### src/rtl/dlfs_pkg.sv
package dlfs_pkg;

   // fixture geometry
   localparam int unsigned NUM_CHANNELS = 10;
   localparam int unsigned DUTY_MAX     = 215;
   localparam int unsigned SLOT_COUNT   = NUM_CHANNELS + 2;
   localparam int unsigned STROBE_SLOT  = NUM_CHANNELS;
   localparam int unsigned SPEED_SLOT   = NUM_CHANNELS + 1;

   // widths
   localparam int unsigned LEVEL_W   = 8;
   localparam int unsigned TIME_W    = 32;
   localparam int unsigned CH_W      = (NUM_CHANNELS > 1) ? $clog2(NUM_CHANNELS) : 1;
   localparam int unsigned SLOT_AW   = (SLOT_COUNT > 1) ? $clog2(SLOT_COUNT) : 1;
   localparam int unsigned STEP_W    = 6;
   localparam int unsigned PCT_W     = 7;
   localparam int unsigned TMO_W     = 16;
   localparam int unsigned CSR_IDX_W = 2;
   localparam int unsigned CSR_DW    = 16;
   localparam int unsigned COUNT_W   = 7;

   // item actions
   localparam logic [1:0] ACT_SLOT  = 2'd0;
   localparam logic [1:0] ACT_FRAME = 2'd1;
   localparam logic [1:0] ACT_TICK  = 2'd2;

   // operating modes (the unused code runs as dmx)
   localparam logic [1:0] MODE_OFF    = 2'd0;
   localparam logic [1:0] MODE_DMX    = 2'd1;
   localparam logic [1:0] MODE_MANUAL = 2'd2;

   // register indexes
   localparam logic [CSR_IDX_W-1:0] CSR_MODE    = 2'd0;
   localparam logic [CSR_IDX_W-1:0] CSR_PERCENT = 2'd1;
   localparam logic [CSR_IDX_W-1:0] CSR_INVERT  = 2'd2;
   localparam logic [CSR_IDX_W-1:0] CSR_TIMEOUT = 2'd3;

   // register reset values
   localparam logic [1:0]       MODE_RST    = MODE_OFF;
   localparam logic [PCT_W-1:0] PERCENT_RST = 7'd100;
   localparam logic [TMO_W-1:0] TIMEOUT_RST = 16'd3000;

   // output stage selection
   localparam logic [1:0] SHOW_ALL  = 2'd0;
   localparam logic [1:0] SHOW_PICK = 2'd1;
   localparam logic [1:0] SHOW_NONE = 2'd2;

   typedef struct packed {
      logic [1:0]        action;
      logic [3:0]        slot_index;
      logic [7:0]        slot_value;
      logic [TIME_W-1:0] time_ms;
   } req_type;

   typedef struct packed {
      logic [7:0] duty_out_0;
      logic [7:0] duty_out_1;
      logic [7:0] duty_out_2;
      logic [7:0] duty_out_3;
      logic [7:0] duty_out_4;
      logic [7:0] duty_out_5;
      logic [7:0] duty_out_6;
      logic [7:0] duty_out_7;
      logic [7:0] duty_out_8;
      logic [7:0] duty_out_9;
      logic       signal_ok;
      logic [7:0] mean_level;
   } rsp_type;

   // per-tick controls for the channel unit
   typedef struct packed {
      logic [1:0]         mode;
      logic               lost;
      logic [LEVEL_W-1:0] speed;
      logic [PCT_W-1:0]   percent;
      logic [1:0]         show_sel;
      logic [CH_W-1:0]    pick;
   } chan_ctrl_type;

endpackage

### src/rtl/dlfs_ram.sv
module dlfs_ram #(
   parameter int unsigned WIDTH = 8,
   parameter int unsigned DEPTH = 16
) (
   input  logic                                     clock,
   input  logic                                     wr_en,
   input  logic [((DEPTH > 1) ? $clog2(DEPTH) : 1)-1:0] wr_addr,
   input  logic [WIDTH-1:0]                         wr_data,
   input  logic                                     rd_en,
   input  logic [((DEPTH > 1) ? $clog2(DEPTH) : 1)-1:0] rd_addr,
   output logic [WIDTH-1:0]                         rd_data
);

   logic [WIDTH-1:0] mem_ff [DEPTH];
   logic [WIDTH-1:0] rd_data_ff;

   // single write port, registered read port
   always_ff @(posedge clock) begin
      if (wr_en) begin
         mem_ff[wr_addr] <= wr_data;
      end
      if (rd_en) begin
         rd_data_ff <= mem_ff[rd_addr];
      end
   end

   assign rd_data = rd_data_ff;

endmodule

### src/rtl/dlfs_mod.sv
module dlfs_mod (
   input  logic                              clock,
   input  logic                              reset,
   input  logic                              start,
   input  logic [dlfs_pkg::TIME_W-1:0]       value,
   output logic                              done,
   output logic [dlfs_pkg::CH_W-1:0]         rem
);

   localparam int unsigned DIGIT_W = 8;
   localparam int unsigned STEPS   = dlfs_pkg::TIME_W / DIGIT_W;
   localparam int unsigned CNT_W   = (STEPS > 1) ? $clog2(STEPS) : 1;
   localparam int unsigned R_W     = dlfs_pkg::CH_W;

   logic [dlfs_pkg::TIME_W-1:0] word_ff, word_in;
   logic [R_W-1:0]              rem_ff, rem_in;
   logic [CNT_W-1:0]            cnt_ff, cnt_in;
   logic                        busy_ff, busy_in;
   logic                        done_ff, done_in;
   logic [R_W-1:0]              digit_rem;

   // one byte per cycle, msb first: r = (2r + bit) mod n, bit by bit
   always_comb begin
      logic [R_W:0] t;
      digit_rem = rem_ff;
      for (int b = 0; b < DIGIT_W; b++) begin
         t = {digit_rem, word_ff[dlfs_pkg::TIME_W-1-b]};
         if (t >= (R_W+1)'(dlfs_pkg::NUM_CHANNELS)) begin
            t = t - (R_W+1)'(dlfs_pkg::NUM_CHANNELS);
         end
         digit_rem = t[R_W-1:0];
      end
   end

   // step control
   always_comb begin
      word_in = word_ff;
      rem_in  = rem_ff;
      cnt_in  = cnt_ff;
      busy_in = busy_ff;
      done_in = done_ff;
      if (start) begin
         word_in = value;
         rem_in  = '0;
         cnt_in  = '0;
         busy_in = 1'b1;
         done_in = 1'b0;
      end else if (busy_ff) begin
         word_in = word_ff << DIGIT_W;
         rem_in  = digit_rem;
         cnt_in  = cnt_ff + 1'b1;
         if (cnt_ff == CNT_W'(STEPS - 1)) begin
            busy_in = 1'b0;
            done_in = 1'b1;
         end
      end
   end

   always_ff @(posedge clock) begin
      if (reset) begin
         busy_ff <= 1'b0;
         done_ff <= 1'b0;
         cnt_ff  <= '0;
      end else begin
         busy_ff <= busy_in;
         done_ff <= done_in;
         cnt_ff  <= cnt_in;
      end
      word_ff <= word_in;
      rem_ff  <= rem_in;
   end

   assign done = done_ff;
   assign rem  = rem_ff;

endmodule

### src/rtl/dlfs_chan.sv
module dlfs_chan (
   input  dlfs_pkg::chan_ctrl_type            ctrl,
   input  logic [dlfs_pkg::CH_W-1:0]          chan_idx,
   input  logic [dlfs_pkg::LEVEL_W-1:0]       cur_level,
   input  logic [dlfs_pkg::LEVEL_W-1:0]       tgt_level,
   output logic [dlfs_pkg::LEVEL_W-1:0]       new_level,
   output logic [7:0]                         duty
);

   localparam int unsigned LV   = 2 ** dlfs_pkg::LEVEL_W;
   localparam int unsigned PCTS = 2 ** dlfs_pkg::PCT_W;

   logic [7:0]                    duty_lut   [LV];
   logic [dlfs_pkg::LEVEL_W-1:0]  manual_lut [PCTS];
   logic [dlfs_pkg::STEP_W-1:0]   step_lut   [LV];

   logic [dlfs_pkg::STEP_W-1:0]   step;
   logic [dlfs_pkg::LEVEL_W:0]    up_sum;
   logic [dlfs_pkg::LEVEL_W:0]    dn_lim;
   logic [dlfs_pkg::LEVEL_W-1:0]  slew_level;
   logic [dlfs_pkg::LEVEL_W-1:0]  show_level;

   // level to compare value, capped at DUTY_MAX
   for (genvar v = 0; v < LV; v++) begin : g_duty
      localparam int unsigned Q = (254 * v) / dlfs_pkg::DUTY_MAX;
      localparam int unsigned D = (v == 0) ? 0 :
                                  ((Q > dlfs_pkg::DUTY_MAX) ? dlfs_pkg::DUTY_MAX : Q);
      assign duty_lut[v] = 8'(D);
   end

   // percent to level, saturating
   for (genvar v = 0; v < PCTS; v++) begin : g_manual
      localparam int unsigned M = (v * 255) / 100;
      localparam int unsigned S = (M > 255) ? 255 : M;
      assign manual_lut[v] = dlfs_pkg::LEVEL_W'(S);
   end

   // fade speed to per-tick step
   for (genvar v = 0; v < LV; v++) begin : g_step
      localparam int unsigned W = (v == 0) ? 0 : (260 - v) / 5;
      assign step_lut[v] = dlfs_pkg::STEP_W'(W);
   end

   // slew toward the target, stopping at it
   always_comb begin
      step       = step_lut[ctrl.speed];
      up_sum     = {1'b0, cur_level} + {{(dlfs_pkg::LEVEL_W+1-dlfs_pkg::STEP_W){1'b0}}, step};
      dn_lim     = {1'b0, tgt_level} + {{(dlfs_pkg::LEVEL_W+1-dlfs_pkg::STEP_W){1'b0}}, step};
      slew_level = cur_level;
      if (cur_level < tgt_level) begin
         slew_level = (up_sum > {1'b0, tgt_level}) ? tgt_level : up_sum[dlfs_pkg::LEVEL_W-1:0];
      end else if (cur_level > tgt_level) begin
         if ({1'b0, cur_level} < dn_lim) begin
            slew_level = tgt_level;
         end else begin
            slew_level = cur_level - dlfs_pkg::LEVEL_W'(step);
         end
      end
   end

   // new level by mode
   always_comb begin
      case (ctrl.mode)
         dlfs_pkg::MODE_OFF: begin
            new_level = '0;
         end
         dlfs_pkg::MODE_MANUAL: begin
            new_level = manual_lut[ctrl.percent];
         end
         default: begin
            if (ctrl.lost) begin
               new_level = '0;
            end else if (ctrl.speed == '0) begin
               new_level = tgt_level;
            end else begin
               new_level = slew_level;
            end
         end
      endcase
   end

   // strobe gating and duty lookup
   always_comb begin
      case (ctrl.show_sel)
         dlfs_pkg::SHOW_ALL: begin
            show_level = new_level;
         end
         dlfs_pkg::SHOW_PICK: begin
            show_level = (chan_idx == ctrl.pick) ? new_level : '0;
         end
         default: begin
            show_level = '0;
         end
      endcase
      duty = duty_lut[show_level];
   end

endmodule

### src/rtl/dmx_led_dimmer_fade_strobe_unit.sv
// a tick accepted in idle reads the strobe and speed slots, waits for the
// byte-serial modulo of time_ms, then does one level-memory read-modify-write per
// channel; its result waits while the result register is still occupied, and no
// new beat (tick, slot write or frame mark) is accepted until the block is idle again
// reset: synchronous, active high; registers return to their defaults and the
// slot and level memories read as zero until written (per-entry valid bits)
module dmx_led_dimmer_fade_strobe_unit (
   input  logic                                clock,
   input  logic                                reset,
   input  logic                                req_valid,
   output logic                                req_ready,
   input  dlfs_pkg::req_type                   req_data,
   output logic                                rsp_valid,
   input  logic                                rsp_ready,
   output dlfs_pkg::rsp_type                   rsp_data,
   input  logic                                csr_wr_en,
   input  logic [dlfs_pkg::CSR_IDX_W-1:0]      csr_index,
   input  logic [dlfs_pkg::CSR_DW-1:0]         csr_wdata
);

   localparam int unsigned N       = dlfs_pkg::NUM_CHANNELS;
   localparam int unsigned CH_W    = dlfs_pkg::CH_W;
   localparam int unsigned SLOT_AW = dlfs_pkg::SLOT_AW;
   localparam int unsigned LW      = dlfs_pkg::LEVEL_W;
   localparam int unsigned SUM_W   = $clog2(N * 255 + 1);
   localparam int unsigned MEAN_SH = 20;
   localparam int unsigned MEAN_RC = (2 ** MEAN_SH + N - 1) / N;
   localparam int unsigned RC_W    = MEAN_SH + 1;

   localparam logic [2:0] ST_IDLE  = 3'd0;
   localparam logic [2:0] ST_SPEED = 3'd1;
   localparam logic [2:0] ST_PREP  = 3'd2;
   localparam logic [2:0] ST_LOOP  = 3'd3;
   localparam logic [2:0] ST_DONE  = 3'd4;

   // configuration
   logic [1:0]                    mode_ff;
   logic [dlfs_pkg::PCT_W-1:0]    percent_ff;
   logic                          invert_ff;
   logic [dlfs_pkg::TMO_W-1:0]    timeout_ff;

   // sequencer and scalar state
   logic [2:0]                    state_ff, state_in;
   logic [CH_W-1:0]               idx_ff, idx_in;
   logic [dlfs_pkg::TIME_W-1:0]   now_ff, now_in;
   logic [dlfs_pkg::TIME_W-1:0]   last_frame_ff, last_frame_in;
   logic [dlfs_pkg::COUNT_W-1:0]  strobe_count_ff, strobe_count_in;
   logic                          signal_flag_ff, signal_flag_in;
   logic                          lost_ff, lost_in;
   logic [LW-1:0]                 strobe_ff, strobe_in;
   logic [LW-1:0]                 speed_ff, speed_in;
   logic [SUM_W-1:0]              sum_ff, sum_in;
   logic [7:0]                    duty_work_ff [N];
   logic                          rsp_valid_ff, rsp_valid_in;
   dlfs_pkg::rsp_type             rsp_data_ff, rsp_data_in;

   // memory ports and valid bits
   logic [dlfs_pkg::SLOT_COUNT-1:0] slot_valid_ff, slot_valid_in;
   logic [N-1:0]                  lvl_valid_ff, lvl_valid_in;
   logic                          slot_rvalid_ff, lvl_rvalid_ff;
   logic                          slot_we, slot_re, lvl_we, lvl_re;
   logic [SLOT_AW-1:0]            slot_waddr, slot_raddr;
   logic [CH_W-1:0]               lvl_raddr;
   logic [LW-1:0]                 slot_rdata, lvl_rdata;
   logic [LW-1:0]                 slot_word, lvl_word;

   // handshake and helpers
   logic                          req_acc, tick_acc, last_ch, is_dmx, rsp_load;
   logic [CH_W-1:0]               idx_next, out_idx;
   logic                          mod_done;
   logic [CH_W-1:0]               mod_rem;
   dlfs_pkg::chan_ctrl_type       ctrl;
   logic [LW-1:0]                 new_level;
   logic [7:0]                    duty;
   logic [LW-1:0]                 strobe_eff;
   logic [LW-1:0]                 full_thr, rnd_thr;
   logic [1:0]                    show_sel;
   logic [SUM_W+RC_W-1:0]         mean_prod;

   assign req_acc  = req_valid && req_ready;
   assign tick_acc = req_acc && (req_data.action == dlfs_pkg::ACT_TICK);
   assign req_ready = (state_ff == ST_IDLE);
   assign last_ch  = (idx_ff == CH_W'(N - 1));
   assign idx_next = idx_ff + 1'b1;
   assign is_dmx   = (mode_ff != dlfs_pkg::MODE_OFF) && (mode_ff != dlfs_pkg::MODE_MANUAL);
   assign rsp_load = (state_ff == ST_DONE) && (!rsp_valid_ff || rsp_ready);

   // configuration writes
   always_ff @(posedge clock) begin
      if (reset) begin
         mode_ff    <= dlfs_pkg::MODE_RST;
         percent_ff <= dlfs_pkg::PERCENT_RST;
         invert_ff  <= 1'b0;
         timeout_ff <= dlfs_pkg::TIMEOUT_RST;
      end else if (csr_wr_en) begin
         unique case (csr_index)
            dlfs_pkg::CSR_MODE:    mode_ff    <= csr_wdata[1:0];
            dlfs_pkg::CSR_PERCENT: percent_ff <= csr_wdata[dlfs_pkg::PCT_W-1:0];
            dlfs_pkg::CSR_INVERT:  invert_ff  <= csr_wdata[0];
            dlfs_pkg::CSR_TIMEOUT: timeout_ff <= csr_wdata[dlfs_pkg::TMO_W-1:0];
            default: ;
         endcase
      end
   end

   // slot store: written by slot beats, read for strobe, speed and targets
   always_comb begin
      slot_we    = req_acc && (req_data.action == dlfs_pkg::ACT_SLOT) &&
                   (req_data.slot_index != 4'd0) &&
                   ({1'b0, req_data.slot_index} <= 5'(dlfs_pkg::SLOT_COUNT));
      slot_waddr = SLOT_AW'(req_data.slot_index - 4'd1);
      slot_re    = 1'b0;
      slot_raddr = '0;
      lvl_re     = 1'b0;
      lvl_raddr  = '0;
      unique case (state_ff)
         ST_IDLE: begin
            slot_re    = tick_acc;
            slot_raddr = SLOT_AW'(dlfs_pkg::STROBE_SLOT);
         end
         ST_SPEED: begin
            slot_re    = 1'b1;
            slot_raddr = SLOT_AW'(dlfs_pkg::SPEED_SLOT);
         end
         ST_PREP: begin
            slot_re = mod_done;
            lvl_re  = mod_done;
         end
         ST_LOOP: begin
            slot_re    = !last_ch;
            lvl_re     = !last_ch;
            slot_raddr = SLOT_AW'(idx_next);
            lvl_raddr  = idx_next;
         end
         ST_DONE: ;
         default: ;
      endcase
   end

   dlfs_ram #(
      .WIDTH (LW),
      .DEPTH (dlfs_pkg::SLOT_COUNT)
   ) u_slot_ram (
      .clock   (clock),
      .wr_en   (slot_we),
      .wr_addr (slot_waddr),
      .wr_data (req_data.slot_value),
      .rd_en   (slot_re),
      .rd_addr (slot_raddr),
      .rd_data (slot_rdata)
   );

   assign lvl_we = (state_ff == ST_LOOP);

   dlfs_ram #(
      .WIDTH (LW),
      .DEPTH (N)
   ) u_level_ram (
      .clock   (clock),
      .wr_en   (lvl_we),
      .wr_addr (idx_ff),
      .wr_data (new_level),
      .rd_en   (lvl_re),
      .rd_addr (lvl_raddr),
      .rd_data (lvl_rdata)
   );

   // valid bits: never-written entries read as zero
   always_comb begin
      slot_valid_in = slot_valid_ff;
      lvl_valid_in  = lvl_valid_ff;
      if (slot_we) begin
         slot_valid_in[slot_waddr] = 1'b1;
      end
      if (lvl_we) begin
         lvl_valid_in[idx_ff] = 1'b1;
      end
   end

   always_ff @(posedge clock) begin
      if (reset) begin
         slot_valid_ff  <= '0;
         lvl_valid_ff   <= '0;
         slot_rvalid_ff <= 1'b0;
         lvl_rvalid_ff  <= 1'b0;
      end else begin
         slot_valid_ff <= slot_valid_in;
         lvl_valid_ff  <= lvl_valid_in;
         if (slot_re) begin
            slot_rvalid_ff <= slot_valid_ff[slot_raddr];
         end
         if (lvl_re) begin
            lvl_rvalid_ff <= lvl_valid_ff[lvl_raddr];
         end
      end
   end

   assign slot_word = slot_rvalid_ff ? slot_rdata : '0;
   assign lvl_word  = lvl_rvalid_ff ? lvl_rdata : '0;

   // time_ms mod channel count for the random strobe pick
   dlfs_mod u_mod (
      .clock (clock),
      .reset (reset),
      .start (tick_acc),
      .value (req_data.time_ms),
      .done  (mod_done),
      .rem   (mod_rem)
   );

   // strobe decision for this tick
   always_comb begin
      strobe_eff = (is_dmx && !lost_ff) ? strobe_ff : '0;
      full_thr   = (8'd129 - strobe_eff) >> 1;
      rnd_thr    = (8'd255 - strobe_eff) >> 1;
      if (strobe_eff == '0) begin
         show_sel = dlfs_pkg::SHOW_ALL;
      end else if (!strobe_eff[LW-1]) begin
         show_sel = ({1'b0, strobe_count_ff} >= full_thr) ? dlfs_pkg::SHOW_ALL
                                                         : dlfs_pkg::SHOW_NONE;
      end else begin
         show_sel = ({1'b0, strobe_count_ff} >= rnd_thr) ? dlfs_pkg::SHOW_PICK
                                                        : dlfs_pkg::SHOW_NONE;
      end
      ctrl.mode     = mode_ff;
      ctrl.lost     = lost_ff;
      ctrl.speed    = speed_ff;
      ctrl.percent  = percent_ff;
      ctrl.show_sel = show_sel;
      ctrl.pick     = mod_rem;
   end

   dlfs_chan u_chan (
      .ctrl      (ctrl),
      .chan_idx  (idx_ff),
      .cur_level (lvl_word),
      .tgt_level (slot_word),
      .new_level (new_level),
      .duty      (duty)
   );

   assign out_idx   = invert_ff ? (CH_W'(N - 1) - idx_ff) : idx_ff;
   assign mean_prod = (SUM_W+RC_W)'(sum_ff) * (SUM_W+RC_W)'(MEAN_RC);

   // tick sequencer
   always_comb begin
      state_in        = state_ff;
      idx_in          = idx_ff;
      now_in          = now_ff;
      last_frame_in   = last_frame_ff;
      strobe_count_in = strobe_count_ff;
      signal_flag_in  = signal_flag_ff;
      lost_in         = lost_ff;
      strobe_in       = strobe_ff;
      speed_in        = speed_ff;
      sum_in          = sum_ff;
      unique case (state_ff)
         ST_IDLE: begin
            if (req_acc && (req_data.action == dlfs_pkg::ACT_FRAME)) begin
               last_frame_in = req_data.time_ms;
            end
            if (tick_acc) begin
               now_in   = req_data.time_ms;
               sum_in   = '0;
               idx_in   = '0;
               state_in = ST_SPEED;
            end
         end
         ST_SPEED: begin
            strobe_in = slot_word;
            lost_in   = now_ff > (last_frame_ff +
                                  {{(dlfs_pkg::TIME_W-dlfs_pkg::TMO_W){1'b0}}, timeout_ff});
            state_in  = ST_PREP;
         end
         ST_PREP: begin
            speed_in = slot_word;
            if (mod_done) begin
               state_in = ST_LOOP;
            end
         end
         ST_LOOP: begin
            sum_in = sum_ff + SUM_W'(lvl_word);
            idx_in = idx_next;
            if (last_ch) begin
               state_in = ST_DONE;
            end
         end
         ST_DONE: begin
            if (rsp_load) begin
               if (is_dmx) begin
                  signal_flag_in = !lost_ff;
               end
               if (show_sel == dlfs_pkg::SHOW_NONE) begin
                  if (strobe_count_ff != '1) begin
                     strobe_count_in = strobe_count_ff + 1'b1;
                  end
               end else begin
                  strobe_count_in = '0;
               end
               state_in = ST_IDLE;
            end
         end
         default: begin
            state_in = ST_IDLE;
         end
      endcase
   end

   // result beat assembly
   always_comb begin
      rsp_data_in            = rsp_data_ff;
      rsp_valid_in           = rsp_valid_ff && !rsp_ready;
      if (rsp_load) begin
         rsp_data_in.duty_out_0 = duty_work_ff[0];
         rsp_data_in.duty_out_1 = duty_work_ff[1];
         rsp_data_in.duty_out_2 = duty_work_ff[2];
         rsp_data_in.duty_out_3 = duty_work_ff[3];
         rsp_data_in.duty_out_4 = duty_work_ff[4];
         rsp_data_in.duty_out_5 = duty_work_ff[5];
         rsp_data_in.duty_out_6 = duty_work_ff[6];
         rsp_data_in.duty_out_7 = duty_work_ff[7];
         rsp_data_in.duty_out_8 = duty_work_ff[8];
         rsp_data_in.duty_out_9 = duty_work_ff[9];
         rsp_data_in.signal_ok  = signal_flag_in;
         rsp_data_in.mean_level = mean_prod[MEAN_SH +: 8];
         rsp_valid_in           = 1'b1;
      end
   end

   always_ff @(posedge clock) begin
      if (reset) begin
         state_ff        <= ST_IDLE;
         idx_ff          <= '0;
         last_frame_ff   <= '0;
         strobe_count_ff <= '0;
         signal_flag_ff  <= 1'b0;
         rsp_valid_ff    <= 1'b0;
      end else begin
         state_ff        <= state_in;
         idx_ff          <= idx_in;
         last_frame_ff   <= last_frame_in;
         strobe_count_ff <= strobe_count_in;
         signal_flag_ff  <= signal_flag_in;
         rsp_valid_ff    <= rsp_valid_in;
      end
      now_ff      <= now_in;
      lost_ff     <= lost_in;
      strobe_ff   <= strobe_in;
      speed_ff    <= speed_in;
      sum_ff      <= sum_in;
      rsp_data_ff <= rsp_data_in;
      if (state_ff == ST_LOOP) begin
         duty_work_ff[out_idx] <= duty;
      end
   end

   assign rsp_valid = rsp_valid_ff;
   assign rsp_data  = rsp_data_ff;

   // channel walk starts only once the pick is known
   a_loop_after_mod: assert property (@(posedge clock) disable iff (reset)
      (state_ff == ST_LOOP) |-> mod_done)
      else $error("channel walk running before modulo finished");

   // walk index stays inside the channel range
   a_loop_idx: assert property (@(posedge clock) disable iff (reset)
      (state_ff == ST_LOOP) |-> (idx_ff <= CH_W'(N - 1)))
      else $error("channel index out of range");

   // signal flag rises only when a dmx tick completes
   a_flag_rise: assert property (@(posedge clock) disable iff (reset)
      $rose(signal_flag_ff) |-> ($past(state_ff) == ST_DONE) &&
                                ($past(mode_ff) != dlfs_pkg::MODE_OFF) &&
                                ($past(mode_ff) != dlfs_pkg::MODE_MANUAL))
      else $error("signal flag set outside a dmx tick");

   // strobe pacing only moves at the end of a tick
   a_count_hold: assert property (@(posedge clock) disable iff (reset)
      (state_ff != ST_DONE) |=> $stable(strobe_count_ff))
      else $error("strobe count changed mid-tick");

endmodule

### config.mk
export PLATFORM = sky130hd
export DESIGN_NAME = dmx_led_dimmer_fade_strobe_unit
export DESIGN_NICKNAME = d
export VERILOG_FILES = /design/src/rtl/dlfs_pkg.sv /design/src/rtl/dlfs_ram.sv /design/src/rtl/dlfs_mod.sv /design/src/rtl/dlfs_chan.sv /design/src/rtl/dmx_led_dimmer_fade_strobe_unit.sv
export SDC_FILE = /design/constraint.sdc
export NUM_CORES = 1
export LEC_CHECK = 0
export BUFFER_PORTS_ARGS = -buffer_cell sky130_fd_sc_hd__buf_2
export CAP_MARGIN = 20
export CORE_MARGIN = 2
export CORE_UTILIZATION = 45
export DETAILED_ROUTE_END_ITERATION = 12
export GPL_TIMING_DRIVEN = 0
export RECOVER_POWER = 100
export SLEW_MARGIN = 0
export SYNTH_ARGS = -nofsm -noshare
export SYNTH_HDL_FRONTEND = slang
export SYNTH_HIERARCHICAL = 1
export SYNTH_SLANG_ARGS = --single-unit
### constraint.sdc
create_clock -name clock -period 9.7 [get_ports clock]
set_clock_uncertainty 0.1 [all_clocks]
set_input_delay 1.94 -clock clock [delete_from_list [all_inputs] [get_ports clock]]
set_output_delay 1.94 -clock clock [all_outputs]
set_load 0.1 [all_outputs]
Word-level counts from Yosys, hierarchy flattened

Memory sizes are Yosys's and may differ from the RTL's. A register that Yosys moved wholly into a read port is not among the register bits.
Index checks and enable logic that the tools add are counted.

Mux-type cells: 67
Add/sub/neg operators: 20
Reductions and logical operators: 39
$mul: 1
Equal/unequal tests: 22
$lt $le $gt $ge: 25
Bitwise logic cells: 5

Operator list:

| operator                                                    | number |
|---|---|
| two-way mux 8 bit                                           | 14 |
| two-way mux 32 bit                                          | 2 |
| two-way mux 4 bit                                           | 11 |
| >= comparator 5 x 4 -> 1 bit (second input constant)        | 8 |
| adder 32 x 16 -> 32 bit                                     | 1 |
| greater-than comparator 32 bit                              | 1 |
| case mux 8 bit (2 select lines)                             | 2 |
| subtractor 4 bit (second input constant)                    | 8 |
| multiplier 12 x 16 -> 27 bit (second input constant)        | 1 |
| case mux 12 bit (2 select lines)                            | 1 |
| less-than comparator 4 x 5 -> 1 bit (second input constant) | 4 |
| adder 8 x 6 -> 9 bit                                        | 2 |
| >= comparator 9 bit (second input constant)                 | 2 |
| NOT 8 -> 9 bit                                              | 2 |
| zero test 8 bit                                             | 2 |
| AND reduction 2 bit                                         | 8 |
| subtractor 8 bit (first input constant)                     | 2 |
| two-way mux 1 bit                                           | 15 |
| case mux 3 bit (5 select lines)                             | 1 |
| >= comparator 7 bit                                         | 2 |
| two-way mux 7 bit                                           | 2 |
| adder 12 x 8 -> 12 bit                                      | 1 |
| equality test 2 bit (second input constant)                 | 6 |
| logical AND 1 bit                                           | 12 |
| 44 further kinds                                            | 69 |

Logic and storage cells: 211
Memories: 6
Input port bits: 69
ROM bits: 4608
Output and inout port bits: 91
Flip-flop bits (word level): 208
Bits in writable memories: 256

Memories:

| name               | depth | width | read ports | clocked after Yosys merged registers in | wr ports | RTL line                              | RTL |
|---|---|---|---|---|---|---|---|
| (no name shown)    | 256   | 8     | 1          | 0                                       | 0        | dlfs_chan.sv:95                       | `duty = duty_lut[show_level];` |
| (no name shown)    | 256   | 6     | 1          | 0                                       | 0        | dlfs_chan.sv:46                       | `step = step_lut[ctrl.speed];` |
| (no name shown)    | 128   | 8     | 1          | 0                                       | 0        | dlfs_chan.sv:68                       | `new_level = manual_lut[ctrl.percent];` |
| u_slot_ram.mem_ff  | 12    | 8     | 1          | 1                                       | 1        | dlfs_ram.sv:14                        | `logic [WIDTH-1:0] mem_ff [DEPTH];` |
| duty_work_ff       | 10    | 8     | 10         | 10                                      | 1        | dmx_led_dimmer_fade_strobe_unit.sv:53 | `logic [7:0] duty_work_ff [N];` |
| u_level_ram.mem_ff | 10    | 8     | 1          | 1                                       | 1        | dlfs_ram.sv:14                        |  |

Logic depth before layout (Yosys ltp)

Word-level depth: 18
Depth in mapped cells: 44

Hierarchy

The synthesis kept the hierarchy.

By module, submodules not included:

| module                          | times used | seq. area each (µm²) | area each (µm²) | cells an instance |
|---|---|---|---|---|
| dmx_led_dimmer_fade_strobe_unit | 1          | 8868.5               | 16278.1         | 1391 |
| dlfs_chan                       | 1          | 0.0                  | 5693.0          | 874 |
| dlfs_ram at u_slot_ram          | 1          | 3123.0               | 3953.8          | 182 |
| dlfs_ram at u_level_ram         | 1          | 2642.5               | 3482.1          | 189 |
| dlfs_mod                        | 1          | 1121.1               | 2756.4          | 261 |

Least setup slack after synthesis

OpenSTA, ideal clock, no wires.

Kind: register to register
From: register speed_ff[1]
To: memory duty_work_ff[0][1] (data pin)
Stages on the path, launching flop included: 35
Arrival time: 7.125 ns
Slack: 2.215 ns
Clock period less this slack: 7.485 ns
Path through: edfxtp_1 -> clkbuf_1 -> and2_1 -> nand2_1 -> a21bo_2 -> a21oi_1 -> a21oi_1 -> o21ai_0 -> o21ai_0 -> mux2_2 -> ha_1 -> a21o_1 -> a21oi_1 -> o21bai_1 -> a21oi_1 -> nor2b_1 -> o21ai_0 -> xnor2_1 -> ha_1 -> a2111o_1 -> o22a_2 -> and3_4 -> buf_4 -> a2111oi_0 -> or3_1 -> buf_2 -> nand2_1 -> ha_1 -> clkbuf_1 -> inv_1 -> mux4_2 -> o22ai_1 -> o21ai_0 -> and3_1 -> a22oi_1

Word-level cells in the longest chain between the ends: 18
Elaborated cells on any way between the ends: 23
Classes of those cells: add/sub: 3; order compare: 2; mux: 13; bitwise: 2; reduce/logical: 1; memory: 2

Ends and longest elaborated chain:

| element                                                  | RTL line                               | RTL |
|---|---|---|
| start: declaration                                       | dmx_led_dimmer_fade_strobe_unit.sv:51  | `logic [LW-1:0] speed_ff, speed_in;` |
| start signal: assignment                                 | dmx_led_dimmer_fade_strobe_unit.sv:349 | `speed_ff <= speed_in;` |
| NOT 8 -> 9 bit (implied by the code)                     | dlfs_chan.sv:46                        |  |
| memory (256 x 6 bit)                                     | -                                      |  |
| two-way mux 6 bit (implied by the code) (2 in a row)     | dlfs_chan.sv:46                        |  |
| adder 8 x 6 -> 9 bit                                     | dlfs_chan.sv:48                        | `dn_lim = {1'b0, tgt_level} + {{(dlfs_pkg::LEVEL_W+1-dlfs_pkg::STEP_W){1'b0}}, step};` |
| less-than comparator 8 x 9 -> 1 bit                      | dlfs_chan.sv:53                        | `if ({1'b0, cur_level} < dn_lim) begin` |
| two-way mux 8 bit                                        | dlfs_chan.sv:53                        |  |
| two-way mux 8 bit                                        | dlfs_chan.sv:52                        | `end else if (cur_level > tgt_level) begin` |
| two-way mux 8 bit                                        | dlfs_chan.sv:50                        | `if (cur_level < tgt_level) begin` |
| [2 not listed]                                           | -                                      |  |
| case mux 8 bit (2 select lines) (*)                      | dlfs_chan.sv:63                        | `case (ctrl.mode)` |
| via new_level[1]                                         | dmx_led_dimmer_fade_strobe_unit.sv:73  | `logic [LW-1:0] new_level;` |
| two-way mux 8 bit                                        | dlfs_chan.sv:89                        | `show_level = (chan_idx == ctrl.pick) ? new_level : '0;` |
| case mux 8 bit (2 select lines) (*)                      | dlfs_chan.sv:84                        | `case (ctrl.show_sel)` |
| NOT 8 -> 9 bit (implied by the code) (*)                 | dlfs_chan.sv:95                        |  |
| memory (256 x 8 bit) (*)                                 | -                                      |  |
| two-way mux 8 bit (implied by the code) (*) (2 in a row) | dlfs_chan.sv:95                        |  |
| via duty[1]                                              | dmx_led_dimmer_fade_strobe_unit.sv:74  | `logic [7:0] duty;` |
| end: declaration                                         | dmx_led_dimmer_fade_strobe_unit.sv:53  |  |

Mark *: on every way through the listed nets, which the timed path passes. The rest lies on a longest branch. The select of a mux whose other input is x is not followed.

Final worst setup path

From: register speed_ff[3]
To: memory duty_work_ff[2][1] (data pin)

Same word-level chain as after synthesis.

==> impl_metrics.json <==
{
  "cts-root-buf": "clkbuf_16",
  "grt_max_degree": 48,
  "r2r_cells": 34,
  "rsz0062_at_grt": "false",
  "vdd_drop_max_mv": 0.287,
  "clkLatencyLatePin_ps": 640,
  "drt_iter0_markers": 1969,
  "syn_avg_cell_area_sq_um": 11.1,
  "synth_top_area_share_pct": 42.4,
  "setup_violations": 0,
  "p_leak_nw": 13.1,
  "slew_viol_final": 114,
  "antenna_found_initial": 6,
  "endpoint": "duty_work_ff[2][1]",
  "synth_nets": 3240,
  "ys.flop_type": "edfxtp_1",
  "status": "complete, but fails checks",
  "grt_pass1_vias": 23583,
  "track_usage_pct": 23.0,
  "synth-seq-area-share_pct": 49.0,
  "grt_pass1_wl_um": 134000,
  "synth.area.top_cells": "edfxtp_1 (42%), ha_1 (8.8%), dfxtp_1 (6.6%)",
  "drtPass1Iterations": 5,
  "start_util_pct": 45.2,
  "synth_area_sq_um": 32200,
  "critPathKind": "reg2reg",
  "place_hpwl_um": 64400,
  "maxCapViolCount": 3,
  "failed_checks": "capacitance limit, slew limit",
  "hp-class": "reg2reg",
  "gp_congestion": 0.974,
  "fp.dieH_um": 271,
  "critical_path_peak_fanout": 19,
  "drc": 0,
  "crit_path_end_kind": "flip-flop",
  "reg2reg_from": "speed_ff[3]",
  "cts.path.max_buffers": 3,
  "worstPathRequired_ps": 10060,
  "arrival_ps": 9360,
  "period_share_pct": 92.7,
  "final-hold-violation-count": 0,
  "placed_area_sq_um": 34300,
  "yosysWarnings": 6,
  "relSlewSlack_pct": -55.6,
  "top_level_ports": 160,
  "critPathSlowestCell": "ha_1",
  "grt_overflow": 0,
  "startpoint_type": "flip-flop",
  "cp-startpoint": "speed_ff[3]",
  "tightestPinTransition_ps": 2330,
  "slowest_delay_ps": 670,
  "numPortBuffers": 159,
  "layout-drive-gt1-share_pct": 8.75,
  "synth_cells": 2897,
  "final_area_sq_um": 35900,
  "cts_tree": "yes",
  "cts_buffers": 58,
  "rrSetupSlack_ps": 700,
  "vias": 23736,
  "layout-area-overhead-vs-synth_pct": 11.6,
  "synth_common_cells": "edfxtp_1 (454), nand2_1 (243), ha_1 (227)",
  "synth_enable_flop_cells": 454,
  "route.antenna.remaining_nets": 0,
  "core_sq_um": 71100,
  "finalCoreUtilization_pct": 50.5,
  "nets": 3473,
  "vias_per_cell": 5.74,
  "routedWlPerCell_um": 20.8,
  "nFillCells": 6489,
  "clkTransAtPathRegs_ps": 60,
  "clkSinkCount": 560,
  "totalPowerFinal_mw": 6.71,
  "powerDensity_nw_per_um2": 187,
  "r2r_end": "duty_work_ff[2][1]",
  "row_count": 98,
  "timing.final.crit_period_ps": 9000,
  "die-area_sq_um": 73600,
  "h-tree-depth": 2,
  "crit_top_cell": "ha_1",
  "ys_ff_latch": 560,
  "yosys.area.top_type": "edfxtp_1",
  "async_reset_ff_share_pct": 0,
  "fmax_mhz": 111,
  "ys_types": 117,
  "fin_tns_setup_ps": 0,
  "yosysMostFrequentCell": "edfxtp_1",
  "routed_wl_um": 85900,
  "postCtsHoldBufs": 0,
  "dieWidth_um": 271
}
metrics by stage:
stage                     setup slack [ps]  instances  hold slack [ps]
after detailed placement              -472       4016              305
after CTS                              304       4125              317
after global placement                -329       4006              301
after floorplan                       2220       2897              300
final                                  703       4132              315
after global routing                  33.7       4132              323
how the worst min path moves through the flow:
stage	endpoint	depth (start not counted)	from	slack (ps)
after floorplan	rsp_data[10]	0	duty_work_ff[9][1]	300
after global placement	rsp_data[81]	0	duty_work_ff[0][0]	300
after detailed placement	rsp_data[10]	0	duty_work_ff[9][1]	300
after CTS	rsp_data[79]	0	duty_work_ff[1][6]	320
after global routing	rsp_data[61]	0	duty_work_ff[3][4]	320
final	rsp_data[57]	0	duty_work_ff[3][0]	320
routing by layer:
metal	wire length [um]	share of wire (%)	track usage, %	up-vias
met1	37400	44	30.6	11592
met5	0	0	0	-
met4	2820	3.3	7.82	0
met3	4420	5.1	2.77	179
met2	41200	48	38.9	768
li1	-	-	-	11197
power by group:
| part | internal [mW] | total, mW | switching, mW |
|---|---|---|---|
| combinational | 0.763 | 1.85 | 1.09 |
| sequential | 2.64 | 2.68 | 0.0342 |
| clock | 1.25 | 2.19 | 0.933 |
placed cells by master, fill, tap and decap left out, types with 19 or more instances in the layout:
cell type    n
nor3_1      65
a211oi_1    38
ha_1       227
a31oi_1     44
o21ai_0    132
mux4_2      20
nand2_1    242
clkbuf_1   237
o211ai_1    37
inv_1      194
mux2_2      48
clkbuf_16   59
nand3_1     52
dfxtp_1    106
and2_1      23
a21oi_1    198
nand2b_1    30
xnor2_1     45
fa_1        47
xor2_1      41
nor2_1     202
nand3b_1    19
nand4_1     23
o31ai_1     20
nor2b_1     30
a21o_1      25
edfxtp_1   454
buf_2       40
mux2i_1     61
layout make-up:
type,instances,area [sq um],share of cell area (%)
inverter,197,741,2.06
clock inverter,36,364,1.01
clock buffer,71,1520,4.24
timing repair buffer,174,691,1.92
sequential,560,15800,43.9
antenna,5,12.5,0.0349
buffer,130,702,1.96
multi-input combinational,2009,14900,41.6
tap,950,1190,3.31
worst max-delay path: cells and delay by family (launching register included):
family,cells,cell delay [ps]
adder cells (fa/ha/maj),4,1670
XOR/XNOR,1,150
multiplexers,1,500
buffers and inverters,7,1810
AND/OR/NAND/NOR,8,1410
AO/OA/AOI/OAI,13,2790
flip-flops,1,390
cell families (layout without fill, tap and decap cells):
| family | Yosys count | after routing | share of synthesized area (%) |
|---|---|---|---|
| and+or+nand+nor | 789 | 789 | 11.9 |
| AOI/OAI and AO/OA | 716 | 716 | 14.9 |
| DFF | 560 | 560 | 49.0 |
| buffers and inverters | 328 | 608 | 4.56 |
| adders and majority gates | 274 | 274 | 11.8 |
| muxes | 144 | 144 | 5.61 |
| xor gates and xnor gates | 86 | 86 | 2.34 |
| other | 0 | 5 | 0 |
registers in the layout (all words and copies together) (netlist names), 16 cells and up:
signal              count
duty_work_ff           80
now_ff                 32
u_level_ram/mem_ff     80
rsp_data               89
timeout_ff             16
u_mod/word_ff          32
last_frame_ff          32
u_slot_ram/mem_ff      96
what timing repair did:
action	4_1_cts	5_1_grt
buffers inserted	2	0
pin swaps	1	0
endpoints found under the hold margin	0	0
setup endpoints to repair	10	71
resized for setup	1	5
cloned	0	0
(Power assumes the default switching activity.)
